### src/sv/sha256_pkg.sv
// Types and constants for the SHA-256 stream hash.
// No dependencies.
package sha256_pkg;
	typedef struct packed {
		logic [31:0] data_word;
		logic [2:0]  valid_bytes;
		logic        msg_first;
		logic        msg_last;
	} in_beat_t;

	typedef struct packed {
		logic [31:0] digest_word;
		logic [2:0]  word_index;
		logic        digest_last;
	} out_beat_t;

	typedef enum logic [2:0] {
		ST_IDLE,
		ST_PAD,
		ST_LOAD,
		ST_ROUND,
		ST_ADD,
		ST_FETCH,
		ST_EMIT
	} state_t;

	typedef struct packed {
		logic start;
		logic step;
	} sched_ctl_t;

	function automatic logic [31:0] round_k(input logic [5:0] i);
		logic [31:0] k;
		unique case (i)
			6'd0: k = 32'h428a2f98; 6'd1: k = 32'h71374491; 6'd2: k = 32'hb5c0fbcf;
			6'd3: k = 32'he9b5dba5; 6'd4: k = 32'h3956c25b; 6'd5: k = 32'h59f111f1;
			6'd6: k = 32'h923f82a4; 6'd7: k = 32'hab1c5ed5; 6'd8: k = 32'hd807aa98;
			6'd9: k = 32'h12835b01; 6'd10: k = 32'h243185be; 6'd11: k = 32'h550c7dc3;
			6'd12: k = 32'h72be5d74; 6'd13: k = 32'h80deb1fe; 6'd14: k = 32'h9bdc06a7;
			6'd15: k = 32'hc19bf174; 6'd16: k = 32'he49b69c1; 6'd17: k = 32'hefbe4786;
			6'd18: k = 32'h0fc19dc6; 6'd19: k = 32'h240ca1cc; 6'd20: k = 32'h2de92c6f;
			6'd21: k = 32'h4a7484aa; 6'd22: k = 32'h5cb0a9dc; 6'd23: k = 32'h76f988da;
			6'd24: k = 32'h983e5152; 6'd25: k = 32'ha831c66d; 6'd26: k = 32'hb00327c8;
			6'd27: k = 32'hbf597fc7; 6'd28: k = 32'hc6e00bf3; 6'd29: k = 32'hd5a79147;
			6'd30: k = 32'h06ca6351; 6'd31: k = 32'h14292967; 6'd32: k = 32'h27b70a85;
			6'd33: k = 32'h2e1b2138; 6'd34: k = 32'h4d2c6dfc; 6'd35: k = 32'h53380d13;
			6'd36: k = 32'h650a7354; 6'd37: k = 32'h766a0abb; 6'd38: k = 32'h81c2c92e;
			6'd39: k = 32'h92722c85; 6'd40: k = 32'ha2bfe8a1; 6'd41: k = 32'ha81a664b;
			6'd42: k = 32'hc24b8b70; 6'd43: k = 32'hc76c51a3; 6'd44: k = 32'hd192e819;
			6'd45: k = 32'hd6990624; 6'd46: k = 32'hf40e3585; 6'd47: k = 32'h106aa070;
			6'd48: k = 32'h19a4c116; 6'd49: k = 32'h1e376c08; 6'd50: k = 32'h2748774c;
			6'd51: k = 32'h34b0bcb5; 6'd52: k = 32'h391c0cb3; 6'd53: k = 32'h4ed8aa4a;
			6'd54: k = 32'h5b9cca4f; 6'd55: k = 32'h682e6ff3; 6'd56: k = 32'h748f82ee;
			6'd57: k = 32'h78a5636f; 6'd58: k = 32'h84c87814; 6'd59: k = 32'h8cc70208;
			6'd60: k = 32'h90befffa; 6'd61: k = 32'ha4506ceb; 6'd62: k = 32'hbef9a3f7;
			default: k = 32'hc67178f2;
		endcase
		return k;
	endfunction

	function automatic logic [31:0] init_hash(input logic [2:0] i);
		logic [31:0] h;
		unique case (i)
			3'd0: h = 32'h6a09e667; 3'd1: h = 32'hbb67ae85;
			3'd2: h = 32'h3c6ef372; 3'd3: h = 32'ha54ff53a;
			3'd4: h = 32'h510e527f; 3'd5: h = 32'h9b05688c;
			3'd6: h = 32'h1f83d9ab; default: h = 32'h5be0cd19;
		endcase
		return h;
	endfunction

	function automatic logic [31:0] rotr(input logic [31:0] x, input int n);
		return (x >> n) | (x << (32 - n));
	endfunction

	localparam logic [7:0] PAD_BYTE = 8'h80;
	// block word that holds byte 56, where the bit length starts
	localparam logic [3:0] LEN_WORD = 4'd14;
endpackage

### src/sv/sha256_sched.sv
// Message schedule: sixteen-word sliding window that yields W[t] each round.
// Depends on sha256_pkg.
module sha256_sched (
	input  logic                   clk,
	input  sha256_pkg::sched_ctl_t ctl,
	input  logic [511:0]           block,
	output logic [31:0]            w
);
	logic [31:0] win_q [16];
	logic [31:0] s0, s1, nw;

	always_comb begin
		s0 = sha256_pkg::rotr(win_q[1], 7) ^ sha256_pkg::rotr(win_q[1], 18)
			^ (win_q[1] >> 3);
		s1 = sha256_pkg::rotr(win_q[14], 17) ^ sha256_pkg::rotr(win_q[14], 19)
			^ (win_q[14] >> 10);
		nw = win_q[0] + s0 + win_q[9] + s1;
		w  = win_q[0];
	end

	always_ff @(posedge clk) begin
		if (ctl.start) begin
			for (int i = 0; i < 16; i++) win_q[i] <= block[511 - 32*i -: 32];
		end else if (ctl.step) begin
			for (int i = 0; i < 15; i++) win_q[i] <= win_q[i+1];
			win_q[15] <= nw;
		end
	end
endmodule

### src/sv/sha256_stream_hash.sv
// SHA-256 over a stream of big-endian words; eight digest beats per message.
// Input words are taken one per cycle while the block fills; each full block then
// holds the input while the hash memory is read into the working variables, 64
// rounds run, and the sums are added and written back. A last item fills the rest
// of its block with pad words in the pad state and takes one or two compressions;
// the digest is then read out beat by beat through a fetch and an emit state, holding on any output stall.
// Depends on sha256_pkg and sha256_sched.
module sha256_stream_hash (
	input  logic                  clk,
	input  logic                  arst_n,
	input  logic                  in_valid,
	output logic                  in_stall,
	input  sha256_pkg::in_beat_t  in_data,
	output logic                  out_valid,
	input  logic                  out_stall,
	output sha256_pkg::out_beat_t out_data
);
	sha256_pkg::state_t state_q, state_d;
	logic [31:0] blk_q [16];
	logic [31:0] hmem [8];
	logic [31:0] hrd_s1;
	logic [2:0]  hidx_s1;
	logic [7:0]  hinit_q;
	logic [3:0]  fill_q;
	logic [63:0] len_q;
	logic [5:0]  rnd_q;
	logic [3:0]  cnt_q;
	logic [2:0]  oidx_q;
	logic        padding_q, need80_q, lenhi_q, final_q;
	logic [31:0] va_q, vb_q, vc_q, vd_q, ve_q, vf_q, vg_q, vh_q;
	logic [511:0] blk_flat;
	logic [31:0] w;
	sha256_pkg::sched_ctl_t sctl;
	logic        accept, hwe;
	logic [2:0]  hraddr;
	logic [31:0] hword, hsum, mword, pword, t1, t2;
	logic [2:0]  nb;
	logic [3:0]  base_fill;
	logic [63:0] base_len, bits;

	assign accept = in_valid && !in_stall;

	always_comb begin
		for (int i = 0; i < 16; i++) blk_flat[511 - 32*i -: 32] = blk_q[i];
		sctl.start = (state_q == sha256_pkg::ST_LOAD) && (cnt_q == 4'd0);
		sctl.step  = (state_q == sha256_pkg::ST_ROUND);
	end

	sha256_sched u_sched (.clk(clk), .ctl(sctl), .block(blk_flat), .w(w));

	// item word, with the pad byte placed after the valid bytes of a short last item
	always_comb begin
		nb = 3'd4;
		if (in_data.msg_last && in_data.valid_bytes < 3'd4) nb = in_data.valid_bytes;
		unique case (nb)
			3'd0: mword = {sha256_pkg::PAD_BYTE, 24'h0};
			3'd1: mword = {in_data.data_word[31:24], sha256_pkg::PAD_BYTE, 16'h0};
			3'd2: mword = {in_data.data_word[31:16], sha256_pkg::PAD_BYTE, 8'h0};
			3'd3: mword = {in_data.data_word[31:8], sha256_pkg::PAD_BYTE};
			default: mword = in_data.data_word;
		endcase
		base_fill = in_data.msg_first ? 4'd0 : fill_q;
		base_len  = in_data.msg_first ? 64'd0 : len_q;
		bits = {len_q[60:0], 3'b000};
		if (need80_q) pword = {sha256_pkg::PAD_BYTE, 24'h0};
		else if (fill_q == sha256_pkg::LEN_WORD) pword = bits[63:32];
		else if (lenhi_q) pword = bits[31:0];
		else pword = 32'h0;
	end

	// hash memory: hinit marks words still at their initial value
	always_comb begin
		if (state_q == sha256_pkg::ST_FETCH || state_q == sha256_pkg::ST_EMIT)
			hraddr = oidx_q;
		else
			hraddr = cnt_q[2:0];
		hword = hinit_q[hidx_s1] ? sha256_pkg::init_hash(hidx_s1) : hrd_s1;
		hsum  = hword + va_q;
		hwe   = (state_q == sha256_pkg::ST_ADD) && (cnt_q != 4'd0);
	end

	always_ff @(posedge clk) begin
		hrd_s1  <= hmem[hraddr];
		hidx_s1 <= hraddr;
		if (hwe) hmem[hidx_s1] <= hsum;
	end

	always_ff @(posedge clk) begin
		if (accept) blk_q[base_fill] <= mword;
		else if (state_q == sha256_pkg::ST_PAD) blk_q[fill_q] <= pword;
	end

	always_comb begin
		state_d   = state_q;
		in_stall  = 1'b1;
		out_valid = 1'b0;
		unique case (state_q)
			sha256_pkg::ST_IDLE: begin
				in_stall = 1'b0;
				if (in_valid) begin
					if (base_fill == 4'd15) state_d = sha256_pkg::ST_LOAD;
					else if (in_data.msg_last) state_d = sha256_pkg::ST_PAD;
				end
			end
			sha256_pkg::ST_PAD: if (fill_q == 4'd15) state_d = sha256_pkg::ST_LOAD;
			sha256_pkg::ST_LOAD: if (cnt_q == 4'd8) state_d = sha256_pkg::ST_ROUND;
			sha256_pkg::ST_ROUND: if (rnd_q == 6'd63) state_d = sha256_pkg::ST_ADD;
			sha256_pkg::ST_ADD: begin
				if (cnt_q == 4'd8) begin
					if (final_q) state_d = sha256_pkg::ST_FETCH;
					else if (padding_q) state_d = sha256_pkg::ST_PAD;
					else state_d = sha256_pkg::ST_IDLE;
				end
			end
			sha256_pkg::ST_FETCH: state_d = sha256_pkg::ST_EMIT;
			sha256_pkg::ST_EMIT: begin
				out_valid = 1'b1;
				if (!out_stall)
					state_d = (oidx_q == 3'd7) ? sha256_pkg::ST_IDLE : sha256_pkg::ST_FETCH;
			end
			default: state_d = sha256_pkg::ST_IDLE;
		endcase
	end

	always_ff @(posedge clk or negedge arst_n) begin
		if (!arst_n) state_q <= sha256_pkg::ST_IDLE;
		else state_q <= state_d;
	end

	always_ff @(posedge clk or negedge arst_n) begin
		if (!arst_n) begin
			hinit_q <= 8'hff;
			fill_q <= 4'd0;
			len_q <= 64'd0;
			rnd_q <= 6'd0;
			cnt_q <= 4'd0;
			oidx_q <= 3'd0;
			padding_q <= 1'b0;
			need80_q <= 1'b0;
			lenhi_q <= 1'b0;
			final_q <= 1'b0;
		end else begin
			case (state_q)
				sha256_pkg::ST_IDLE: if (accept) begin
					if (in_data.msg_first) hinit_q <= 8'hff;
					len_q <= base_len + {61'd0, nb};
					fill_q <= base_fill + 4'd1;
					padding_q <= in_data.msg_last;
					need80_q <= in_data.msg_last && (nb == 3'd4);
					lenhi_q <= 1'b0;
					final_q <= 1'b0;
					cnt_q <= 4'd0;
				end
				sha256_pkg::ST_PAD: begin
					fill_q <= fill_q + 4'd1;
					need80_q <= 1'b0;
					lenhi_q <= !need80_q && (fill_q == sha256_pkg::LEN_WORD);
					final_q <= lenhi_q;
					cnt_q <= 4'd0;
				end
				sha256_pkg::ST_LOAD: begin
					cnt_q <= (cnt_q == 4'd8) ? 4'd0 : cnt_q + 4'd1;
					rnd_q <= 6'd0;
				end
				sha256_pkg::ST_ROUND: rnd_q <= rnd_q + 6'd1;
				sha256_pkg::ST_ADD: begin
					cnt_q <= (cnt_q == 4'd8) ? 4'd0 : cnt_q + 4'd1;
					if (cnt_q != 4'd0) hinit_q[hidx_s1] <= 1'b0;
					oidx_q <= 3'd0;
				end
				sha256_pkg::ST_EMIT: if (!out_stall) begin
					oidx_q <= oidx_q + 3'd1;
					if (oidx_q == 3'd7) begin
						hinit_q <= 8'hff;
						fill_q <= 4'd0;
						len_q <= 64'd0;
						padding_q <= 1'b0;
						final_q <= 1'b0;
					end
				end
				default: ;
			endcase
		end
	end

	always_comb begin
		t1 = vh_q + (sha256_pkg::rotr(ve_q, 6) ^ sha256_pkg::rotr(ve_q, 11)
			^ sha256_pkg::rotr(ve_q, 25)) + ((ve_q & vf_q) ^ (~ve_q & vg_q))
			+ sha256_pkg::round_k(rnd_q) + w;
		t2 = (sha256_pkg::rotr(va_q, 2) ^ sha256_pkg::rotr(va_q, 13)
			^ sha256_pkg::rotr(va_q, 22)) + ((va_q & vb_q) ^ (va_q & vc_q) ^ (vb_q & vc_q));
	end

	// shift hash words in on load, sums out on add; one round per cycle between
	always_ff @(posedge clk) begin
		if ((state_q == sha256_pkg::ST_LOAD || state_q == sha256_pkg::ST_ADD)
			&& cnt_q != 4'd0) begin
			va_q <= vb_q; vb_q <= vc_q; vc_q <= vd_q; vd_q <= ve_q;
			ve_q <= vf_q; vf_q <= vg_q; vg_q <= vh_q;
			vh_q <= (state_q == sha256_pkg::ST_LOAD) ? hword : hsum;
		end else if (state_q == sha256_pkg::ST_ROUND) begin
			vh_q <= vg_q; vg_q <= vf_q; vf_q <= ve_q; ve_q <= vd_q + t1;
			vd_q <= vc_q; vc_q <= vb_q; vb_q <= va_q; va_q <= t1 + t2;
		end
	end

	always_comb begin
		out_data.digest_word = hword;
		out_data.word_index  = oidx_q;
		out_data.digest_last = (oidx_q == 3'd7);
	end
endmodule

### config.mk
export PLATFORM = sky130hd
export DESIGN_NAME = sha256_stream_hash
export DESIGN_NICKNAME = d
export VERILOG_FILES = /design/src/sv/sha256_pkg.sv /design/src/sv/sha256_sched.sv /design/src/sv/sha256_stream_hash.sv
export SDC_FILE = /design/constraint.sdc
export NUM_CORES = 2
export LEC_CHECK = 0
export BUFFER_PORTS_ARGS = -buffer_cell sky130_fd_sc_hd__clkbuf_2
export CORE_MARGIN = 2
export CORE_UTILIZATION = 48
export DETAILED_ROUTE_END_ITERATION = 8
export HOLD_SLACK_MARGIN = 0.05
export PLACE_DENSITY = 0.74
export SYNTH_ARGS = -nofsm -noshare
export SYNTH_HDL_FRONTEND = slang
export SYNTH_SLANG_ARGS = --single-unit
export TNS_END_PERCENT = 10
### constraint.sdc
create_clock -name clk -period 19 [get_ports clk]
set_clock_uncertainty 0.2 [all_clocks]
set_input_delay 2.85 -clock clk [delete_from_list [all_inputs] [get_ports clk]]
set_output_delay 2.85 -clock clk [all_outputs]
set_load 0.01 [all_outputs]
==> metrics.txt <==
status finished, final reports clean; Setup crit start kind register; final setup vio count 0; Post-CTS Setup Inserts 0; slowest library cell on the worst path dfrtp_1; global placement routability congestion around 1.0; area of the mapped netlist roughly 0.083 sq mm; Post-synth ARST share 0.0559; total number of H-tree levels 4; number of routed nets with antenna violations 0; initial antenna violation count 3; I/O Buffers just under 80; Syn. warnings 0; Crit Reg-Reg Startpoint rnd_q[0]$_DFFE_PN0P_; dominant synthesized flop cell edfxtp_1; DP HPWL 162 mm; CTS Buf Count 163; Synth cell types approximately 100; first-pass GRT wire length approximately 350 mm; layout cell share with drive strength beyond 1 0.112; height of the die around 420 microns; io pins 79; Cells after Synth between 7000 and 8000; Crit path arrival time about 11 ns; clk buf depth 3; total track usage 0.266; Clock Latency Late Sink 0.84 ns; Core Rows approximately 150; # Max-Cap Violations 0; P&R area growth vs syn 9.59%; worst r2r dst va_q[31]$_DFFE_PP_; Initial DRC Count about 6700; number of synthesized flops with an enable pin roughly 1500; WP data required just under 20 ns; R2R Setup Slk 8.53 ns; critical path startpoint rnd_q[0]$_DFFE_PN0P_; worst setup path category register to register; TritonRoute pass-1 iters 9; post-layout minimum cycle time ~10 ns; hold buffers post-CTS 0; Via density 5.86; max-slew violation count 0; Die X-Extent ~420 microns; vias between 50000 and 60000; clock-pin transition on the worst setup and hold timing paths about 0.06 ns; Slew headroom 0.105; clock sinks about 1700; wire per inst around 25 microns; cell taking the most area after synthesis edfxtp_1; register area share after synthesis 0.590; Remaining DRCs 0; total negative slack 0 ns; crit path capture type register; Post-Syn Nets approximately 7600; NumNets Final 7531; flop and latch count out of synthesis around 1700; vias in the first global route 53800; Final Cycle Share 0.551; die area 0.177 sq mm; top-area cell type share of the netlist area 0.554; Max Fclk around 0.096 GHz; WL final roughly 240 mm; reg2reg path depth 35; Hold Fails Final Rpt 0; clk root buf clkbuf_16; Worst-Margin Slew ~1.3 ns; worst-path maximum fanout 21; PostCTS Resize Cnt 0; dominant cells by area after synthesis edfxtp_1 55%, nand2_1 7.3%, fa_1 4.5%, mux2_2 4.2%, ha_1 2.7%; worst setup path endpoint va_q[31]$_DFFE_PP_; largest net degree at the start of global routing ~190; core area 0.172 sq mm; synthesized area per cell between 10 and 15 sq um; CTS tree done; Starting Density 0.484; Critical Path Max Stage Delay between 0.8 and 0.9 ns; path type of the worst min-delay path register to register; grt total ovfl 0; CP most frequent cell inv_1; RSZ-0062 raised after global routing no
-- cell type report --
type | instances | area (sq um)
clock inverter | 86 | 838
sequential | 1664 | 49200
multi-input combinational | 4704 | 31300
fill | 14500 | 80700
antenna | 1 | 2.50
clock buffer | 207 | 4320
tap | 2310 | 2890
timing repair buffer | 173 | 1130
inverter | 414 | 1560
-- cell families after synthesis --
group                    after synthesis  synth area share
AND/OR/NAND/NOR                     2385             0.121
XOR/XNOR                             403            0.0427
adder cells (fa/ha/maj)              373            0.0730
flip-flops                          1664             0.590
multiplexers                         358            0.0491
buffers and inverters                800            0.0363
AO/OA/AOI/OAI                       1185            0.0878
-- worst max-delay path, delay by kind of cell (launching register included) --
family | cells | cell delay (ns)
multiplexers | 1 | 0.50
AND/OR/NAND/NOR | 5 | 1.46
XOR/XNOR | 2 | 0.72
adder cells (fa/ha/maj) | 7 | 2.74
flip-flops | 1 | 0.84
buffers and inverters | 6 | 0.75
AO/OA/AOI/OAI | 14 | 3.08
-- registers in the layout, indices dropped and copies added (netlist names), 32 cells and up --
| name | flops |
|---|---|
| vb_q | 32 |
| hrd_s1 | 32 |
| ve_q | 32 |
| vf_q | 32 |
| blk_q | 512 |
| u_sched.win_q | 512 |
| vh_q | 32 |
| hmem | 256 |
| vc_q | 32 |
| len_q | 61 |
| vd_q | 32 |
| va_q | 32 |
| vg_q | 32 |
-- layout by cell type (no fill, tap or decap), types with 25 or more instances in the layout --
cell type / synthesis / final
nand2_1: 1615 / 1610
and3_1: 37 / 37
nand3_1: 230 / 230
o211ai_1: 25 / 25
o21a_1: 33 / 33
nand4_1: 32 / 32
o21ai_0: 408 / 408
clkinv_2: 0 / 26
dfxtp_1: 35 / 35
a22o_1: 25 / 25
xnor2_1: 255 / 255
nand2b_1: 26 / 26
fa_1: 189 / 189
a21oi_1: 293 / 291
clkbuf_2: 2 / 77
inv_1: 414 / 411
a21o_1: 127 / 127
clkbuf_16: 0 / 164
nor3_1: 62 / 55
mux2_2: 314 / 314
ha_1: 181 / 181
a31oi_1: 51 / 51
edfxtp_1: 1536 / 1536
xor2_1: 146 / 146
nor2b_1: 35 / 35
a211oi_1: 31 / 31
clkinv_1: 0 / 30
dfrtp_1: 85 / 83
clkbuf_1: 352 / 38
buf_4: 1 / 94
nor2_1: 248 / 231
mux2i_1: 35 / 32
-- metal layers --
| metal | vias to the layer above | track usage | part of all wire |
|---|---|---|---|
| li1 | 25100 | - | - |
| met1 | 28000 | 0.354 | 0.40 |
| met2 | 2452 | 0.425 | 0.47 |
| met3 | 487 | 0.0499 | 0.082 |
| met4 | 2 | 0.117 | 0.049 |
| met5 | - | 0 | 0.000030 |
-- synthesized netlist by cell type, types with 9 or more instances --
cell type and n:
or3_1 19, nand2b_1 26, ha_1 181, inv_1 414
dfxtp_1 35, o31ai_1 24, nand3_1 230, xnor2_1 255
o21bai_1 18, clkbuf_1 352, nor2_1 248, mux4_2 9
nor2b_1 35, o22ai_1 11, mux2_2 314, a311oi_1 10
a222oi_1 24, xor2_1 146, nand4_1 32, and4_1 9
and3_1 37, or2_2 12, o211ai_1 25, a21o_1 127
and2_1 20, a211oi_1 31, a22o_1 25, buf_1 25
a211o_1 11, nand2_1 1615, fa_1 189, mux2i_1 35
a21oi_1 293, dfrtp_1 85, edfxtp_1 1536, nor3_1 62
a31oi_1 51, o21ai_0 408, o21a_1 33
-- worst min path at each step --
| stage | slack, ns | endpoint | cells after the start | start |
|---|---|---|---|---|
| 6_report | 0.28 | hinit_q[6]$_DFFE_PN1P_ | 2 | hinit_q[6]$_DFFE_PN1P_ |
| 5_1_grt | 0.31 | hinit_q[0]$_DFFE_PN1P_ | 2 | hinit_q[0]$_DFFE_PN1P_ |
| 4_1_cts | 0.28 | hinit_q[6]$_DFFE_PN1P_ | 2 | hinit_q[6]$_DFFE_PN1P_ |
| 3_5_place_dp | 0.27 | hinit_q[6]$_DFFE_PN1P_ | 2 | hinit_q[6]$_DFFE_PN1P_ |
| 3_3_place_gp | 0.27 | hinit_q[4]$_DFFE_PN1P_ | 2 | hinit_q[4]$_DFFE_PN1P_ |
| 2_1_floorplan | 0.25 | len_q[52]$_DFFE_PN0P_ | 2 | len_q[52]$_DFFE_PN0P_ |
-- metrics by stage --
step | setup slack (ns) | cells | utilization | hold slack (ns) | area (sq um)
after global routing | 7.98 | 9558 | 0.531 | 0.305 | 91200
after detailed placement | 8.78 | 9265 | 0.501 | 0.272 | 86100
after floorplan | 5.32 | 7168 | - | 0.252 | 83300
after global placement | 8.91 | 9265 | 0.501 | 0.268 | 86100
after CTS | 8.72 | 9558 | 0.531 | 0.284 | 91200
final | 8.53 | 9559 | 0.531 | 0.283 | 91200
Power is left out: the tool's default activity adds up to more than one toggle a clock period on the data nets, which glitch-free logic cannot reach.
